===== src/rtl/afs_pkg.sv =====
// Shared constants, codes, types and helpers of the arming failsafe supervisor.
package afs_pkg;

  localparam int unsigned TIME_BITS  = 48;
  localparam int unsigned TMO_W      = 24;
  localparam int unsigned LVL_W      = 16;
  localparam int unsigned PULSE_W    = 16;
  localparam int unsigned CMD_W      = 3;
  localparam int unsigned STATE_W    = 2;
  localparam int unsigned REQ_W      = 2;
  localparam int unsigned CAUSE_W    = 3;
  localparam int unsigned OFF_W      = 10;
  localparam int unsigned ROLL_W     = 13;
  localparam int unsigned THR_W      = 10;
  localparam int unsigned YAW_W      = 12;
  localparam int unsigned CFG_ADDR_W = 3;
  localparam int unsigned CFG_DATA_W = 24;

  localparam int unsigned IN_FIELDS_W  = TIME_BITS + REQ_W + 2 + 5 * PULSE_W;
  localparam int unsigned IN_DATA_W    = ((IN_FIELDS_W + 7) / 8) * 8;
  localparam int unsigned OUT_FIELDS_W = STATE_W + 1 + 2 * ROLL_W + THR_W + YAW_W + CAUSE_W;
  localparam int unsigned OUT_DATA_W   = ((OUT_FIELDS_W + 7) / 8) * 8;

  localparam logic [CMD_W-1:0] CMD_CHECK     = 3'd0;
  localparam logic [CMD_W-1:0] CMD_ESTOP     = 3'd1;
  localparam logic [CMD_W-1:0] CMD_ARM_REQ   = 3'd2;
  localparam logic [CMD_W-1:0] CMD_SETPOINT  = 3'd3;
  localparam logic [CMD_W-1:0] CMD_HEARTBEAT = 3'd4;
  localparam logic [CMD_W-1:0] CMD_RECEIVER  = 3'd5;
  localparam logic [CMD_W-1:0] CMD_FAULT     = 3'd6;

  localparam logic [STATE_W-1:0] ST_DISARMED = 2'd0;
  localparam logic [STATE_W-1:0] ST_ARMED    = 2'd1;
  localparam logic [STATE_W-1:0] ST_FAILSAFE = 2'd2;

  localparam logic [CAUSE_W-1:0] CAUSE_NONE      = 3'd0;
  localparam logic [CAUSE_W-1:0] CAUSE_ESTOP     = 3'd1;
  localparam logic [CAUSE_W-1:0] CAUSE_SWITCH    = 3'd2;
  localparam logic [CAUSE_W-1:0] CAUSE_SETPOINT  = 3'd3;
  localparam logic [CAUSE_W-1:0] CAUSE_HEARTBEAT = 3'd4;
  localparam logic [CAUSE_W-1:0] CAUSE_LINK      = 3'd5;
  localparam logic [CAUSE_W-1:0] CAUSE_FAULT     = 3'd6;

  localparam logic [CFG_ADDR_W-1:0] REG_SETPOINT_TMO  = 3'd0;
  localparam logic [CFG_ADDR_W-1:0] REG_HEARTBEAT_TMO = 3'd1;
  localparam logic [CFG_ADDR_W-1:0] REG_LINK_TMO      = 3'd2;
  localparam logic [CFG_ADDR_W-1:0] REG_ARM_LEVEL     = 3'd3;
  localparam logic [CFG_ADDR_W-1:0] REG_THROTTLE_LOW  = 3'd4;

  localparam logic [TMO_W-1:0] RST_SETPOINT_TMO  = 24'd300000;
  localparam logic [TMO_W-1:0] RST_HEARTBEAT_TMO = 24'd500000;
  localparam logic [TMO_W-1:0] RST_LINK_TMO      = 24'd120000;
  localparam logic [LVL_W-1:0] RST_ARM_LEVEL     = 16'd1500;
  localparam logic [LVL_W-1:0] RST_THROTTLE_LOW  = 16'd1100;

  localparam logic [PULSE_W-1:0] PULSE_MIN = 16'd1000;
  localparam logic [PULSE_W-1:0] PULSE_MAX = 16'd2000;

  localparam logic [ROLL_W-1:0] ROLL_BIAS = 13'd3000;
  localparam logic [YAW_W-1:0]  YAW_BIAS  = 12'd1500;

  typedef struct packed {
    logic [ROLL_W-1:0] roll;
    logic [ROLL_W-1:0] pitch;
    logic [THR_W-1:0]  throttle;
    logic [YAW_W-1:0]  yaw;
  } rc_setpoint_t;

  function automatic logic [OFF_W-1:0] clamp_offset(input logic [PULSE_W-1:0] pulse);
    logic [PULSE_W-1:0] p;
    p = pulse;
    if (p < PULSE_MIN) p = PULSE_MIN;
    if (p > PULSE_MAX) p = PULSE_MAX;
    return OFF_W'(p - PULSE_MIN);
  endfunction

endpackage


===== src/rtl/afs_rc_map.sv =====
// Receiver pulse to fixed-point setpoint mapping for four stick channels.
module afs_rc_map (
  input  logic [afs_pkg::PULSE_W-1:0] ch_roll_i,
  input  logic [afs_pkg::PULSE_W-1:0] ch_pitch_i,
  input  logic [afs_pkg::PULSE_W-1:0] ch_throttle_i,
  input  logic [afs_pkg::PULSE_W-1:0] ch_yaw_i,
  output afs_pkg::rc_setpoint_t       setpoint_o
);

  logic [afs_pkg::OFF_W-1:0]  off_roll, off_pitch, off_thr, off_yaw;
  logic [afs_pkg::ROLL_W-1:0] roll_x6, pitch_x6;
  logic [afs_pkg::YAW_W-1:0]  yaw_x3;

  always_comb begin
    off_roll  = afs_pkg::clamp_offset(ch_roll_i);
    off_pitch = afs_pkg::clamp_offset(ch_pitch_i);
    off_thr   = afs_pkg::clamp_offset(ch_throttle_i);
    off_yaw   = afs_pkg::clamp_offset(ch_yaw_i);

    roll_x6  = {1'b0, off_roll, 2'b00} + {2'b00, off_roll, 1'b0};
    pitch_x6 = {1'b0, off_pitch, 2'b00} + {2'b00, off_pitch, 1'b0};
    yaw_x3   = {1'b0, off_yaw, 1'b0} + {2'b00, off_yaw};

    setpoint_o.roll     = roll_x6 - afs_pkg::ROLL_BIAS;
    setpoint_o.pitch    = pitch_x6 - afs_pkg::ROLL_BIAS;
    setpoint_o.throttle = off_thr;
    setpoint_o.yaw      = yaw_x3 - afs_pkg::YAW_BIAS;
  end

endmodule


===== src/rtl/arming_failsafe_supervisor_unit.sv =====
// Top level of the arming failsafe supervisor: input stage, arm-state logic, result stage.
//
//   channel  | direction | transfer when           | payload
//   s_axis   | in        | tvalid & tready         | tuser command, tdata event fields
//   m_axis   | out       | tvalid & tready         | tuser new_setpoint, tdata result fields
//   cfg      | in        | cfg_we_i                | cfg_addr_i register, cfg_wdata_i value
//
// One event per clock unless m_axis stalls: input register, one pass of compare and map
// logic, result register. Result valid rises when the event enters the result register.
// The arm state and the three timestamps update as the event moves to the result register.
// A stalled m_axis holds the result; s_axis keeps taking one more event into the input stage.
// Reset restores state, timestamps, valids and config registers, not payload registers.
module arming_failsafe_supervisor_unit (
  input  logic                              clk_i,
  input  logic                              rst_ni,

  input  logic                              s_axis_tvalid,
  output logic                              s_axis_tready,
  // [2:0] command
  input  logic [afs_pkg::CMD_W-1:0]         s_axis_tuser,
  // [47:0] time_us, [49:48] arm_request, [50] fs_switch, [51] link_ok,
  // [67:52] ch_roll, [83:68] ch_pitch, [99:84] ch_throttle, [115:100] ch_yaw,
  // [131:116] ch_arm, [135:132] zero
  input  logic [afs_pkg::IN_DATA_W-1:0]     s_axis_tdata,

  output logic                              m_axis_tvalid,
  input  logic                              m_axis_tready,
  // [0] new_setpoint
  output logic                              m_axis_tuser,
  // [1:0] arm_state_out, [2] stop_motors, [15:3] roll_setpoint, [28:16] pitch_setpoint,
  // [38:29] throttle_setpoint, [50:39] yaw_rate_setpoint, [53:51] failsafe_cause,
  // [55:54] zero
  output logic [afs_pkg::OUT_DATA_W-1:0]    m_axis_tdata,

  input  logic                              cfg_we_i,
  input  logic [afs_pkg::CFG_ADDR_W-1:0]    cfg_addr_i,
  input  logic [afs_pkg::CFG_DATA_W-1:0]    cfg_wdata_i
);

  localparam int unsigned TB = afs_pkg::TIME_BITS;
  localparam int unsigned PW = afs_pkg::PULSE_W;
  localparam int unsigned O_REQ  = TB;
  localparam int unsigned O_SW   = O_REQ + afs_pkg::REQ_W;
  localparam int unsigned O_LINK = O_SW + 1;
  localparam int unsigned O_ROLL = O_LINK + 1;
  localparam int unsigned O_PIT  = O_ROLL + PW;
  localparam int unsigned O_THR  = O_PIT + PW;
  localparam int unsigned O_YAW  = O_THR + PW;
  localparam int unsigned O_ARM  = O_YAW + PW;

  logic [afs_pkg::TMO_W-1:0] sp_tmo_q, hb_tmo_q, link_tmo_q;
  logic [afs_pkg::LVL_W-1:0] arm_lvl_q, thr_lvl_q;

  logic                           in_valid_q, in_valid_d;
  logic [afs_pkg::CMD_W-1:0]      cmd_q;
  logic [TB-1:0]                  time_q;
  logic [afs_pkg::REQ_W-1:0]      req_q;
  logic                           sw_q, link_q;
  logic [PW-1:0]                  ch_roll_q, ch_pitch_q, ch_thr_q, ch_yaw_q, ch_arm_q;

  logic [afs_pkg::STATE_W-1:0]    state_q, state_d;
  logic [TB-1:0]                  last_sp_q, last_sp_d;
  logic [TB-1:0]                  last_hb_q, last_hb_d;
  logic [TB-1:0]                  last_link_q, last_link_d;
  logic                           hb_seen_q, hb_seen_d;

  logic                           out_valid_q, out_valid_d;
  logic                           out_user_q;
  logic [afs_pkg::OUT_DATA_W-1:0] out_data_q, out_data_d;

  logic                           s_xfer, advance;
  logic [TB-1:0]                  age_sp, age_hb, age_link;
  logic                           stale_sp, stale_hb, stale_link;
  logic                           sw_high, thr_low;
  logic                           stop, fresh;
  logic [afs_pkg::CAUSE_W-1:0]    cause;
  afs_pkg::rc_setpoint_t          rc_sp, sp_out;

  assign s_xfer        = s_axis_tvalid && s_axis_tready;
  assign advance       = in_valid_q && (!out_valid_q || m_axis_tready);
  assign s_axis_tready = !in_valid_q || advance;

  assign m_axis_tvalid = out_valid_q;
  assign m_axis_tuser  = out_user_q;
  assign m_axis_tdata  = out_data_q;

  afs_rc_map u_rc_map (
    .ch_roll_i     (ch_roll_q),
    .ch_pitch_i    (ch_pitch_q),
    .ch_throttle_i (ch_thr_q),
    .ch_yaw_i      (ch_yaw_q),
    .setpoint_o    (rc_sp)
  );

  always_comb begin
    age_sp     = time_q - last_sp_q;
    age_hb     = time_q - last_hb_q;
    age_link   = time_q - last_link_q;
    stale_sp   = age_sp > TB'(sp_tmo_q);
    stale_hb   = hb_seen_q && (age_hb > TB'(hb_tmo_q));
    stale_link = age_link > TB'(link_tmo_q);
    sw_high    = ch_arm_q > arm_lvl_q;
    thr_low    = ch_thr_q <= thr_lvl_q;

    state_d     = state_q;
    last_sp_d   = last_sp_q;
    last_hb_d   = last_hb_q;
    last_link_d = last_link_q;
    hb_seen_d   = hb_seen_q;
    stop        = 1'b0;
    fresh       = 1'b0;
    cause       = afs_pkg::CAUSE_NONE;

    unique case (cmd_q)
      afs_pkg::CMD_CHECK: begin
        if (state_q == afs_pkg::ST_ARMED) begin
          if (stale_sp) cause = afs_pkg::CAUSE_SETPOINT;
          else if (stale_hb) cause = afs_pkg::CAUSE_HEARTBEAT;
          else if (stale_link) cause = afs_pkg::CAUSE_LINK;
        end
      end
      afs_pkg::CMD_ESTOP: begin
        cause = afs_pkg::CAUSE_ESTOP;
      end
      afs_pkg::CMD_ARM_REQ: begin
        if (req_q == afs_pkg::ST_DISARMED || req_q == afs_pkg::ST_ARMED ||
            req_q == afs_pkg::ST_FAILSAFE) begin
          state_d = req_q;
          stop    = (req_q != afs_pkg::ST_ARMED);
        end
      end
      afs_pkg::CMD_SETPOINT: begin
        last_sp_d = time_q;
      end
      afs_pkg::CMD_HEARTBEAT: begin
        last_hb_d = time_q;
        hb_seen_d = 1'b1;
      end
      afs_pkg::CMD_RECEIVER: begin
        if (link_q) last_link_d = time_q;
        if (sw_q) begin
          cause = afs_pkg::CAUSE_SWITCH;
        end else if (link_q) begin
          if (sw_high && thr_low && state_q == afs_pkg::ST_DISARMED) state_d = afs_pkg::ST_ARMED;
          if (!sw_high && state_q == afs_pkg::ST_ARMED) begin
            state_d = afs_pkg::ST_DISARMED;
            stop    = 1'b1;
          end
          fresh     = 1'b1;
          last_sp_d = time_q;
        end
      end
      afs_pkg::CMD_FAULT: begin
        cause = afs_pkg::CAUSE_FAULT;
      end
      default: begin
      end
    endcase

    if (cause != afs_pkg::CAUSE_NONE) begin
      state_d = afs_pkg::ST_FAILSAFE;
      stop    = 1'b1;
    end

    sp_out     = fresh ? rc_sp : '0;
    out_data_d = afs_pkg::OUT_DATA_W'({cause, sp_out.yaw, sp_out.throttle, sp_out.pitch,
                                       sp_out.roll, stop, state_d});

    in_valid_d  = s_xfer ? 1'b1 : (advance ? 1'b0 : in_valid_q);
    out_valid_d = advance ? 1'b1 : (m_axis_tready ? 1'b0 : out_valid_q);
  end

  // configuration registers
  always_ff @(posedge clk_i or negedge rst_ni) begin
    if (!rst_ni) begin
      sp_tmo_q   <= afs_pkg::RST_SETPOINT_TMO;
      hb_tmo_q   <= afs_pkg::RST_HEARTBEAT_TMO;
      link_tmo_q <= afs_pkg::RST_LINK_TMO;
      arm_lvl_q  <= afs_pkg::RST_ARM_LEVEL;
      thr_lvl_q  <= afs_pkg::RST_THROTTLE_LOW;
    end else if (cfg_we_i) begin
      unique case (cfg_addr_i)
        afs_pkg::REG_SETPOINT_TMO:  sp_tmo_q   <= cfg_wdata_i;
        afs_pkg::REG_HEARTBEAT_TMO: hb_tmo_q   <= cfg_wdata_i;
        afs_pkg::REG_LINK_TMO:      link_tmo_q <= cfg_wdata_i;
        afs_pkg::REG_ARM_LEVEL:     arm_lvl_q  <= cfg_wdata_i[afs_pkg::LVL_W-1:0];
        afs_pkg::REG_THROTTLE_LOW:  thr_lvl_q  <= cfg_wdata_i[afs_pkg::LVL_W-1:0];
        default: begin
        end
      endcase
    end
  end

  // control state
  always_ff @(posedge clk_i or negedge rst_ni) begin
    if (!rst_ni) begin
      in_valid_q  <= 1'b0;
      out_valid_q <= 1'b0;
      state_q     <= afs_pkg::ST_DISARMED;
      last_sp_q   <= '0;
      last_hb_q   <= '0;
      last_link_q <= '0;
      hb_seen_q   <= 1'b0;
    end else begin
      in_valid_q  <= in_valid_d;
      out_valid_q <= out_valid_d;
      if (advance) begin
        state_q     <= state_d;
        last_sp_q   <= last_sp_d;
        last_hb_q   <= last_hb_d;
        last_link_q <= last_link_d;
        hb_seen_q   <= hb_seen_d;
      end
    end
  end

  // input stage payload
  always_ff @(posedge clk_i) begin
    if (s_xfer) begin
      cmd_q      <= s_axis_tuser;
      time_q     <= s_axis_tdata[TB-1:0];
      req_q      <= s_axis_tdata[O_REQ +: afs_pkg::REQ_W];
      sw_q       <= s_axis_tdata[O_SW];
      link_q     <= s_axis_tdata[O_LINK];
      ch_roll_q  <= s_axis_tdata[O_ROLL +: PW];
      ch_pitch_q <= s_axis_tdata[O_PIT +: PW];
      ch_thr_q   <= s_axis_tdata[O_THR +: PW];
      ch_yaw_q   <= s_axis_tdata[O_YAW +: PW];
      ch_arm_q   <= s_axis_tdata[O_ARM +: PW];
    end
  end

  // result stage payload
  always_ff @(posedge clk_i) begin
    if (advance) begin
      out_data_q <= out_data_d;
      out_user_q <= fresh;
    end
  end

endmodule

===== config.mk =====
export PLATFORM = sky130hd
export DESIGN_NAME = arming_failsafe_supervisor_unit
export DESIGN_NICKNAME = d
export VERILOG_FILES = /design/src/rtl/afs_pkg.sv /design/src/rtl/afs_rc_map.sv /design/src/rtl/arming_failsafe_supervisor_unit.sv
export SDC_FILE = /design/constraint.sdc
export NUM_CORES = 1
export LEC_CHECK = 0
export BUFFER_PORTS_ARGS = -buffer_cell sky130_fd_sc_hd__buf_2
export CAP_MARGIN = 5
export CORE_AREA = 5 5 227 229
export DETAILED_ROUTE_END_ITERATION = 7
export DIE_AREA = 0 0 232 234
export PLACE_DENSITY = 0.81
export SLEW_MARGIN = 10
export SYNTH_ARGS = -nofsm -noshare
export SYNTH_HDL_FRONTEND = slang
export SYNTH_HIERARCHICAL = 1
export SYNTH_SLANG_ARGS = --single-unit

===== constraint.sdc =====
create_clock -name clk_i -period 7.65 [get_ports clk_i]
set_input_delay 1.1475 -clock clk_i [delete_from_list [all_inputs] [get_ports clk_i]]
set_output_delay 1.1475 -clock clk_i [all_outputs]
set_load 0.005 [all_outputs]

# Word level (Yosys, flattened, before mapping)
# Index checks and enable logic that the tools add are counted.
[op_classes]
addsub = 13
magnitude_cmp = 13
n_eq_ne = 16
n_mux = 36
reduce_logical = 29
[op_table]
columns = ["op", "n"]
rows = [
  ["48-bit by 24-bit greater-than comparator with 1-bit output", 3],
  ["48-bit subtractor", 3],
  ["48-bit 2-to-1 mux", 2],
  ["48-bit one-hot mux with 2 select lines", 1],
  ["16-bit by 11-bit greater-than comparator with 1-bit output, second input constant", 4],
  ["16-bit by 10-bit < comparator with 1-bit output, second input constant", 4],
  ["16-bit 2-to-1 mux", 4],
  ["10-bit 2-to-1 mux", 4],
  ["10-bit subtractor, second input constant", 4],
  ["12-bit by 11-bit adder with 13-bit output", 2],
  ["13-bit by 12-bit subtractor with 13-bit output, second input constant", 2],
  ["16-bit greater-than comparator", 1],
  ["16-bit <= comparator", 1],
  ["2-bit 2-to-1 mux", 7],
  ["11-bit by 10-bit adder with 12-bit output", 1],
  ["3-bit by 2-bit equality test with 1-bit output, second input constant", 4],
  ["3-bit equality test, second input constant", 4],
  ["3-bit 2-to-1 mux", 4],
  ["3-bit one-hot mux with 4 select lines", 1],
  ["2-bit AND reduction", 6],
  ["12-bit by 11-bit subtractor with 12-bit output, second input constant", 1],
  ["1-bit 2-to-1 mux", 11],
  ["3-bit by 1-bit equality test with 1-bit output, second input constant", 2],
  ["1-bit logical AND", 6],
  ["other kinds (14)", 25],
]
[word_totals]
reg_bits = 443
out_inout_bits = 59

# Logic depth before layout (Yosys ltp)
# Gate-level depths: netlist (run 1).
[logic_depth]
depth_word = 9
ltp_mapped = 29
ltp_nobuf = 29

# By module
# Netlist (run 1), hierarchy kept.
[by_module_without_submodules]
columns = ["mod", "instances", "cells_each", "area_each_um2", "seq_area_each_um2"]
rows = [
  ["arming_failsafe_supervisor_unit", 1, 2816, 27680.3, 12077.8],
  ["afs_rc_map", 1, 340, 2449.8, 0.0],
]

# Worst setup path before layout (run 1)
# OpenSTA, ideal clock, no wires.
[synth_path]
path_type = "register to register"
from = "reg time_q[0]"
to = "reg out_data_q, in the netlist m_axis_tdata[1], data pin"
setup_ps = 263
arrival_time_ps = 5182
required_ps = 7387
slack_ps = 2205
stages_incl_launch_ff = 30
synth_period_minus_slack_ps = 5445
cell_sequence = "edfxtp_1 -> inv_1 -> ha_1 -> inv_1 -> fa_1 -> a21oi_1 -> o21ai_0 -> a21oi_1 -> nor2_1 -> a221o_1 -> a21oi_1 -> o21ai_0 -> a21o_1 -> a21oi_1 -> o21a_1 -> o21ai_0 -> xor2_1 -> ha_1 -> nand4_1 -> nor3_1 -> nand2_1 -> o21ai_0 -> o21ai_0 -> nor3_1 -> nand4b_1 -> nor4_1 -> nand4_1 -> nor4_2 -> a31o_2 -> nand3_1"
[synth_via]
elab_chain_len = 9
[synth_lines]
columns = ["item", "line", "text"]
rows = [
  ["from (decl)", "arming_failsafe_supervisor_unit.sv:56", "logic [TB-1:0] time_q;"],
  ["from (signal assigned)", "arming_failsafe_supervisor_unit.sv:221", "time_q <= s_axis_tdata[TB-1:0];"],
  ["48-bit subtractor (on tied branches)", "arming_failsafe_supervisor_unit.sv:98, arming_failsafe_supervisor_unit.sv:97", ""],
  ["48-bit by 24-bit greater-than comparator with 1-bit output (on tied branches)", "arming_failsafe_supervisor_unit.sv:101, arming_failsafe_supervisor_unit.sv:100", ""],
  ["3-bit 2-to-1 mux or 1-bit logical AND (tied branches)", "arming_failsafe_supervisor_unit.sv:119, arming_failsafe_supervisor_unit.sv:100", ""],
  ["3-bit 2-to-1 mux", "arming_failsafe_supervisor_unit.sv:118", "else if (stale_hb) cause = afs_pkg::CAUSE_HEARTBEAT;"],
  ["3-bit 2-to-1 mux *", "arming_failsafe_supervisor_unit.sv:117", "if (stale_sp) cause = afs_pkg::CAUSE_SETPOINT;"],
  ["3-bit 2-to-1 mux *", "arming_failsafe_supervisor_unit.sv:116", "if (state_q == afs_pkg::ST_ARMED) begin"],
  ["3-bit one-hot mux with 4 select lines *", "arming_failsafe_supervisor_unit.sv:114", "unique case (cmd_q)"],
  ["3-bit nonzero test *", "arming_failsafe_supervisor_unit.sv:160", "if (cause != afs_pkg::CAUSE_NONE) begin"],
  ["2-bit 2-to-1 mux *", "arming_failsafe_supervisor_unit.sv:160", ""],
  ["via state_d, one bit", "arming_failsafe_supervisor_unit.sv:61", "logic [afs_pkg::STATE_W-1:0] state_q, state_d;"],
  ["to (signal assigned)", "arming_failsafe_supervisor_unit.sv:236", "out_data_q <= out_data_d;"],
  ["to (decl)", "arming_failsafe_supervisor_unit.sv:69", "logic [afs_pkg::OUT_DATA_W-1:0] out_data_q, out_data_d;"],
]
# Mark *: on every way through the listed nets, which the timed path passes. The rest lies on a longest branch.
# A chain may end at the register's enable or synchronous reset.

# Final worst setup path (run 1)
# Same ends and word-level chain as after synthesis.

==> impl_metrics.py, run 1 <==
metrics = {
    "synth": {
        "syn_area_per_cell_sq_um": 9.547,
        "synth_seq_cells": 443,
        "synth_area_leader_cell": "edfxtp_1",
        "synth.area.top_cells": "edfxtp_1 (19%), dfrtp_1 (18%), ha_1 (12%)",
        "netlist.area_leader.share": 0.1894,
        "synth-edff-count": 190,
        "synthTopCellsByCount": "inv_1 (321), ha_1 (297), nand2_1 (293)",
        "async_flop_share": 0.5711,
        "synth.most_common_cell": "inv_1",
        "syn_inst": 3156,
        "synth_area_sq_mm": 0.03013,
        "synth_cell_type_count": 94,
        "ys_seq_area_frac": 0.4009,
        "synth_flop_cell": "dfrtp_1",
        "ys_warn_count": 6,
    },
    "grt": {
        "grt_pass1_vias": 24500,
        "grt_first_pass_wirelength_microns": 128800,
        "antenna_found_initial": 1,
        "grt_start_max_net_pins": 94,
        "overflow": 0,
        "grt_usage": 0.2950,
    },
    "floorplanning": {
        "start_util": 0.6093,
        "pin_count": 230,
        "fp.coreArea_sq_mm": 0.04945,
        "die_area_sq_mm": 0.05429,
        "die_h_microns": 234,
        "core.rowCount": 82,
        "die_w_microns": 232,
    },
    "timing": {
        "fin_crit_ps": 6518,
        "setup_tns_ps": 0,
        "hold_viol_final": 0,
        "min_period_over_period": 0.8520,
        "rsz0062_at_grt": "false",
        "fin_skew_ps": 21.45,
        "drv_slew": 0,
        "finalSetupViolCount": 0,
        "clock.fmax_ghz": 0.1534,
        "slew_headroom": 0.2908,
        "worst_pin_slew_ps": 1064,
    },
    "detailed_routing": {
        "firstDrtPassIters": 6,
        "via_per_inst": 6.063,
        "drc": 0,
        "vias": 24530,
        "wire_per_inst_microns": 20.07,
        "ant_nets": 0,
        "drtIter0Drc": 1925,
        "drt_wl_total_microns": 81210,
    },
    "critical_path": {
        "cp_top_family": "compound AO/OA/AOI/OAI gates",
        "startpoint": "time_q[0]",
        "cp_common_cell": "nand4_1",
        "crit_path_start_kind": "flop",
        "slowest_delay_ps": 550,
        "worst-setup-path-type": "reg -> reg",
        "r2r-start": "time_q[0]",
        "arrival_ps": 6850,
        "worst-path-max-fanout": 5,
        "path_buf_inv": 3,
        "end_kind": "flop",
        "required_ps": 7980,
        "cp_cell_sequence": "inv_1 -> buf_4 -> ha_1 -> inv_1 -> fa_1 -> a21o_1 -> a221o_1 -> a22oi_1 -> nor2b_1 -> xnor2_1 -> ha_1 -> nand4_1 -> or2_2 -> nor3_1 -> o2bb2ai_1 -> o221a_2 -> o211a_1 -> nand4_1 -> a2111oi_2 -> nand4_1 -> o41ai_2 -> a31o_2 -> nand3_1",
        "critPathSlowestCell": "o41ai_2",
    },
    "final_layout": {
        "num-fill-cells": 3912,
        "postLayoutCellArea_sq_mm": 0.03365,
        "seq_area_sq_mm": 0.01208,
        "nets": 3803,
        "drive_gt1_frac": 0.1685,
        "area_growth_pct": 11.67,
        "multi_input_area_sq_mm": 0.01642,
    },
    "clock_tree": {
        "cts_tree": "built",
        "clock_latency_ps": 610,
        "cts.path.max_buffers": 3,
        "cts.sinks": 443,
        "cts_max_level": 2,
        "clock-root-buffer": "clkbuf_16",
        "hold_buffers": 0,
        "cts.clk_slew.worst_paths_ps": 60,
        "cts_buffers": 51,
        "cts_setup_buffers": 0,
        "cts_resized": 0,
    },
    "place": {
        "routabilityCongestion": 0.9667,
        "hpwl_microns": 61710,
        "port_buffers": 223,
        "dpl_cell_area_sq_mm": 0.03179,
    },
    "power": {
        "peakVddDrop_uv": 224.8,
        "power.leakage_uw": 0.01482,
        "power_density_mw_per_mm2": 304.5,
    },
    "run_status": {
        "run_status": "finished, final reports clean",
    },
    "worst_hold_path": {
        "holdCritPathClass": "reg -> reg",
        "hp-start": "hb_seen_q",
    },
    "run": {
        "maxCapViolCount": 0,
    },
}
==> per-stage QoR <==
step	power [uW]	utilization	worst slack [ps]	hold WS [ps]	std cells
final	10250	0.6804	1132	500.1	4046
after global routing	10940	0.6803	533.8	510.2	4044
after CTS	10230	0.6802	1148	498.4	4043
after detailed placement	7490	0.6428	1211	471.6	3948
after global placement	7348	0.6428	1327	469.1	3948
after floorplan	6375	-	2205	453.8	3158
==> cell usage in the layout, fill, tap and decap left out, drive strengths merged, types with 10 or more instances in the layout <==
| master | count |
|---|---|
| nor2 | 131 |
| nand3 | 54 |
| nand4 | 75 |
| mux2 | 166 |
| clkinv | 19 |
| inv | 324 |
| clkbuf | 58 |
| dfstp | 33 |
| buf | 238 |
| dfrtp | 220 |
| xnor2 | 79 |
| o21a | 43 |
| a21oi | 231 |
| a221oi | 10 |
| o21ai | 243 |
| o22ai | 10 |
| a31oi | 20 |
| a21o | 59 |
| o31ai | 17 |
| edfxtp | 190 |
| nor4 | 28 |
| a211oi | 19 |
| a2111oi | 10 |
| and2 | 75 |
| and4 | 10 |
| o21bai | 24 |
| or3 | 15 |
| nand2b | 34 |
| xor2 | 57 |
| nand2 | 294 |
| and3 | 20 |
| nor3 | 53 |
| nor2b | 23 |
| bufinv | 12 |
| ha | 297 |
| o211ai | 23 |
==> power by group <==
group	internal, uW	switching [uW]	total [uW]
registers	2940	235	3180
clock network	1650	1030	2680
logic	1780	2600	4390
total	6380	3860	10200
==> worst register-to-register path: stages, from the launching register on <==
cell and delay [ps]:
edfxtp_1 360, inv_1 90, buf_4 150, ha_1 180
inv_1 60, fa_1 410, a21o_1 190, a221o_1 390
a22oi_1 520, nor2b_1 320, xnor2_1 120, ha_1 320
nand4_1 130, or2_2 340, nor3_1 460, o2bb2ai_1 260
o221a_2 260, o211a_1 150, nand4_1 90, a2111oi_2 270
nand4_1 190, o41ai_2 560, a31o_2 330, nand3_1 100
==> worst paths after layout <==
kind / endpoint / slack, ps / depth (start not counted)
max: m_axis_tdata[1] / 1130 / 23
max reg2reg: m_axis_tdata[1] / 1130 / 23
min in group asynchronous: arm_lvl_q[11] / 540 / 1
min: hb_seen_q / 500 / 1
min reg2reg: hb_seen_q / 500 / 1
max in group asynchronous: last_hb_q[17] / 5660 / 2
==> routing by layer <==
layer	global-route usage	routed length (microns)	up-vias
met5	0	0	-
met4	0.1257	3725	0
met3	0.04250	4992	190
met2	0.5090	39440	829
met1	0.3740	33060	11810
li1	-	-	11710
==> kinds of logic (layout without fill, tap and decap cells) <==
group | Yosys count | after routing | synth area share
AOI/OAI and AO/OA | 812 | 812 | 0.1707
xor gates and xnor gates | 136 | 136 | 0.03953
adders and majority gates | 303 | 303 | 0.1273
buffers and inverters | 441 | 654 | 0.05619
DFF | 443 | 443 | 0.4009
muxes | 175 | 175 | 0.06503
other | 2 | 7 | 0.0002493
and+or+nand+nor | 844 | 844 | 0.1402
==> flip-flops by register name, summed over array words and instances (netlist names) <==
| name | count |
|---|---|
| sp_tmo_q | 24 |
| thr_lvl_q | 16 |
| state_q | 2 |
| last_link_q | 48 |
| req_q | 2 |
| hb_seen_q | 1 |
| m_axis_tdata | 54 |
| link_q | 1 |
| cmd_q | 3 |
| m_axis_tvalid | 1 |
| sw_q | 1 |
| in_valid_q | 1 |
| ch_thr_q | 16 |
| time_q | 48 |
| last_sp_q | 48 |
| m_axis_tuser | 1 |
| link_tmo_q | 24 |
| arm_lvl_q | 16 |
| ch_pitch_q | 16 |
| ch_roll_q | 16 |
| last_hb_q | 48 |
| ch_arm_q | 16 |
| hb_tmo_q | 24 |
| ch_yaw_q | 16 |
==> layout make-up <==
type | count | share of cell area
tap | 672 | 0.02499
clock buffer | 58 | 0.03931
clock inverter | 37 | 0.01573
multi-input combinational | 2274 | 0.4882
timing repair buffer | 238 | 0.03682
inverter | 321 | 0.03581
antenna | 3 | 0.0002231
sequential | 443 | 0.3590
Note: power is estimated with default switching activity, not from simulation.
==> run 2: changes to the inputs <==
--- a/config.mk
+++ b/config.mk
@@ -7,9 +7,9 @@
 export LEC_CHECK = 0
 export BUFFER_PORTS_ARGS = -buffer_cell sky130_fd_sc_hd__buf_2
 export CAP_MARGIN = 5
-export CORE_AREA = 5 5 227 229
+export CORE_AREA = 2 2 224 226
 export DETAILED_ROUTE_END_ITERATION = 7
-export DIE_AREA = 0 0 232 234
+export DIE_AREA = 0 0 226 228
 export PLACE_DENSITY = 0.81
 export SLEW_MARGIN = 10
 export SYNTH_ARGS = -nofsm -noshare
==> impl_metrics.py, run 2 (synthesized netlist as in run 1, its figures left out) <==
metrics = {
    "run_status": {
        "run_status": "finished, final reports clean",
    },
    "critical_path": {
        "crit_path_start_kind": "flop",
        "worst-setup-path-type": "reg -> reg",
        "startpoint": "time_q[0]",
        "slowest_delay_ps": 540,
        "worst-path-max-fanout": 5,
        "critPathSlowestCell": "o41ai_2",
        "cp_common_cell": "nand4_1",
        "arrival_ps": 6980,
        "required_ps": 8110,
        "end_kind": "flop",
        "r2r-start": "time_q[0]",
    },
    "detailed_routing": {
        "via_per_inst": 6.016,
        "drt_wl_total_microns": 79350,
        "vias": 24310,
        "ant_nets": 0,
        "drc": 0,
        "drtIter0Drc": 2023,
        "wire_per_inst_microns": 19.64,
        "firstDrtPassIters": 5,
    },
    "timing": {
        "setup_slack_ps": 1133,
        "slew_headroom": 0.2708,
        "clock.fmax_ghz": 0.1534,
        "fin_skew_ps": 21.78,
        "setup_tns_ps": 0,
        "worst_pin_slew_ps": 1066,
        "hold_viol_final": 0,
        "fin_crit_ps": 6517,
        "drv_slew": 0,
        "finalSetupViolCount": 0,
        "min_period_over_period": 0.8519,
        "rsz0062_at_grt": "false",
    },
    "final_layout": {
        "final_cell_mix": "inv_1 (320), ha_1 (297), nand2_1 (293), o21ai_0 (233), a21oi_1 (226)",
        "seq_area_sq_mm": 0.01208,
        "num-fill-cells": 3884,
        "multi_input_area_sq_mm": 0.01642,
        "fin_util": 0.6768,
        "n_antenna_cell": 0,
        "largest_register_ffs": 54,
        "nets": 3803,
        "drive_gt1_frac": 0.1659,
        "area_growth_pct": 10.85,
        "postLayoutCellArea_sq_mm": 0.03340,
        "fin_cells": 4041,
        "layout_commonest_cell": "inv_1",
    },
    "power": {
        "p_clk_frac": 0.236,
        "pwr-share-comb": 0.444,
        "power_switching_uw": 3857,
        "peakVddDrop_uv": 156.2,
        "power.leakage_uw": 0.01470,
        "intPower_uw": 6059,
        "p_sw_frac": 0.3889,
        "p_seq_frac": 0.320,
        "power_density_mw_per_mm2": 296.9,
    },
    "floorplanning": {
        "start_util": 0.6105,
        "die_area_sq_mm": 0.05153,
        "fp.coreArea_sq_mm": 0.04935,
        "die_h_microns": 228,
        "pin_count": 230,
        "core.rowCount": 82,
        "die_w_microns": 226,
    },
    "clock_tree": {
        "clock_latency_ps": 610,
        "cts_tree": "built",
        "clock-root-buffer": "clkbuf_16",
        "hold_buffers": 0,
        "cts.clk_slew.worst_paths_ps": 60,
        "cts_max_level": 2,
        "cts.path.max_buffers": 3,
        "cts_setup_buffers": 0,
        "cts_resized": 0,
        "cts_buffers": 50,
        "cts.sinks": 443,
    },
    "grt": {
        "grt_pass1_vias": 23910,
        "overflow": 0,
        "grt_start_max_net_pins": 168,
        "grt_first_pass_wirelength_microns": 124800,
        "grt_usage": 0.3054,
        "antenna_found_initial": 0,
    },
    "run": {
        "maxCapViolCount": 0,
    },
    "worst_hold_path": {
        "holdCritPathClass": "reg -> reg",
        "hp-start": "hb_seen_q",
    },
    "place": {
        "hpwl_microns": 60830,
        "dpl_cell_area_sq_mm": 0.03181,
        "dp_slack_ps": 1366,
        "port_buffers": 223,
        "dp_cells": 3949,
        "routabilityCongestion": 1.001,
    },
}
## run 2: cell types whose count changed in the layout (fill, tap and decap cells not counted), moves of 2 or more
cell	change
clkbuf_1	+10
bufinv_16	-9
clkinv_1	-3
diode_2	-3
clkinv_2	+2
clkinv_4	-2
clkinv_8	-2
clkinvlp_4	+2
## run 2: cell type report
cell class | count | area share
clock buffers | 66 | 0.03956
clock inverters | 26 | 0.008092
inverters | 321 | 0.03611
multi-input cells | 2274 | 0.4918
flip-flops and latches | 443 | 0.3616
well taps | 672 | 0.02517
repair buffers | 239 | 0.03769
## run 2: worst paths after layout
| kind | end | slack, ps | depth (start not counted) |
|---|---|---|---|
| setup / recovery | m_axis_tdata[0] | 1130 | 26 |
| hold / removal | hb_seen_q | 490 | 1 |
| setup reg to reg | m_axis_tdata[0] | 1130 | 26 |
| hold reg to reg | hb_seen_q | 490 | 1 |
| max in group asynchronous | last_link_q[25] | 5610 | 2 |
| min in group asynchronous | arm_lvl_q[12] | 540 | 1 |
## run 2: routing by layer
layer	routed length [microns]	global-route usage
met5	0	0
met2	38930	0.5311
met1	33310	0.3876
met3	4442	0.04263
met4	2669	0.1084
## run 2: power by group through the flow
| stage | registers (uW) | logic, uW | clock network [uW] |
|---|---|---|---|
| 4_1_cts | 3170 | 4330 | 2390 |
| 6_report | 3170 | 4400 | 2340 |
| 2_1_floorplan | 3140 | 3240 | 0 |
| 3_3_place_gp | 3190 | 4170 | 0 |
| 3_5_place_dp | 3220 | 4290 | 0 |
| 5_1_grt | 3220 | 4880 | 2480 |
## run 2: through the flow
stage,total power [uW],hold WS [ps]
after global routing,10580,509.8
after floorplan,6375,453.8
after global placement,7363,470.2
after CTS,9893,489.8
final,9915,487.8
after detailed placement,7510,474.4
## run 2: critical path, delay by kind of cell (launching register included)
family | cells | cell delay (ps)
AO/OA/AOI/OAI | 12 | 3460
AND/OR/NAND/NOR | 7 | 1270
adder cells (fa/ha/maj) | 3 | 870
flip-flops | 1 | 380
buffers and inverters | 3 | 290
XOR/XNOR | 1 | 90
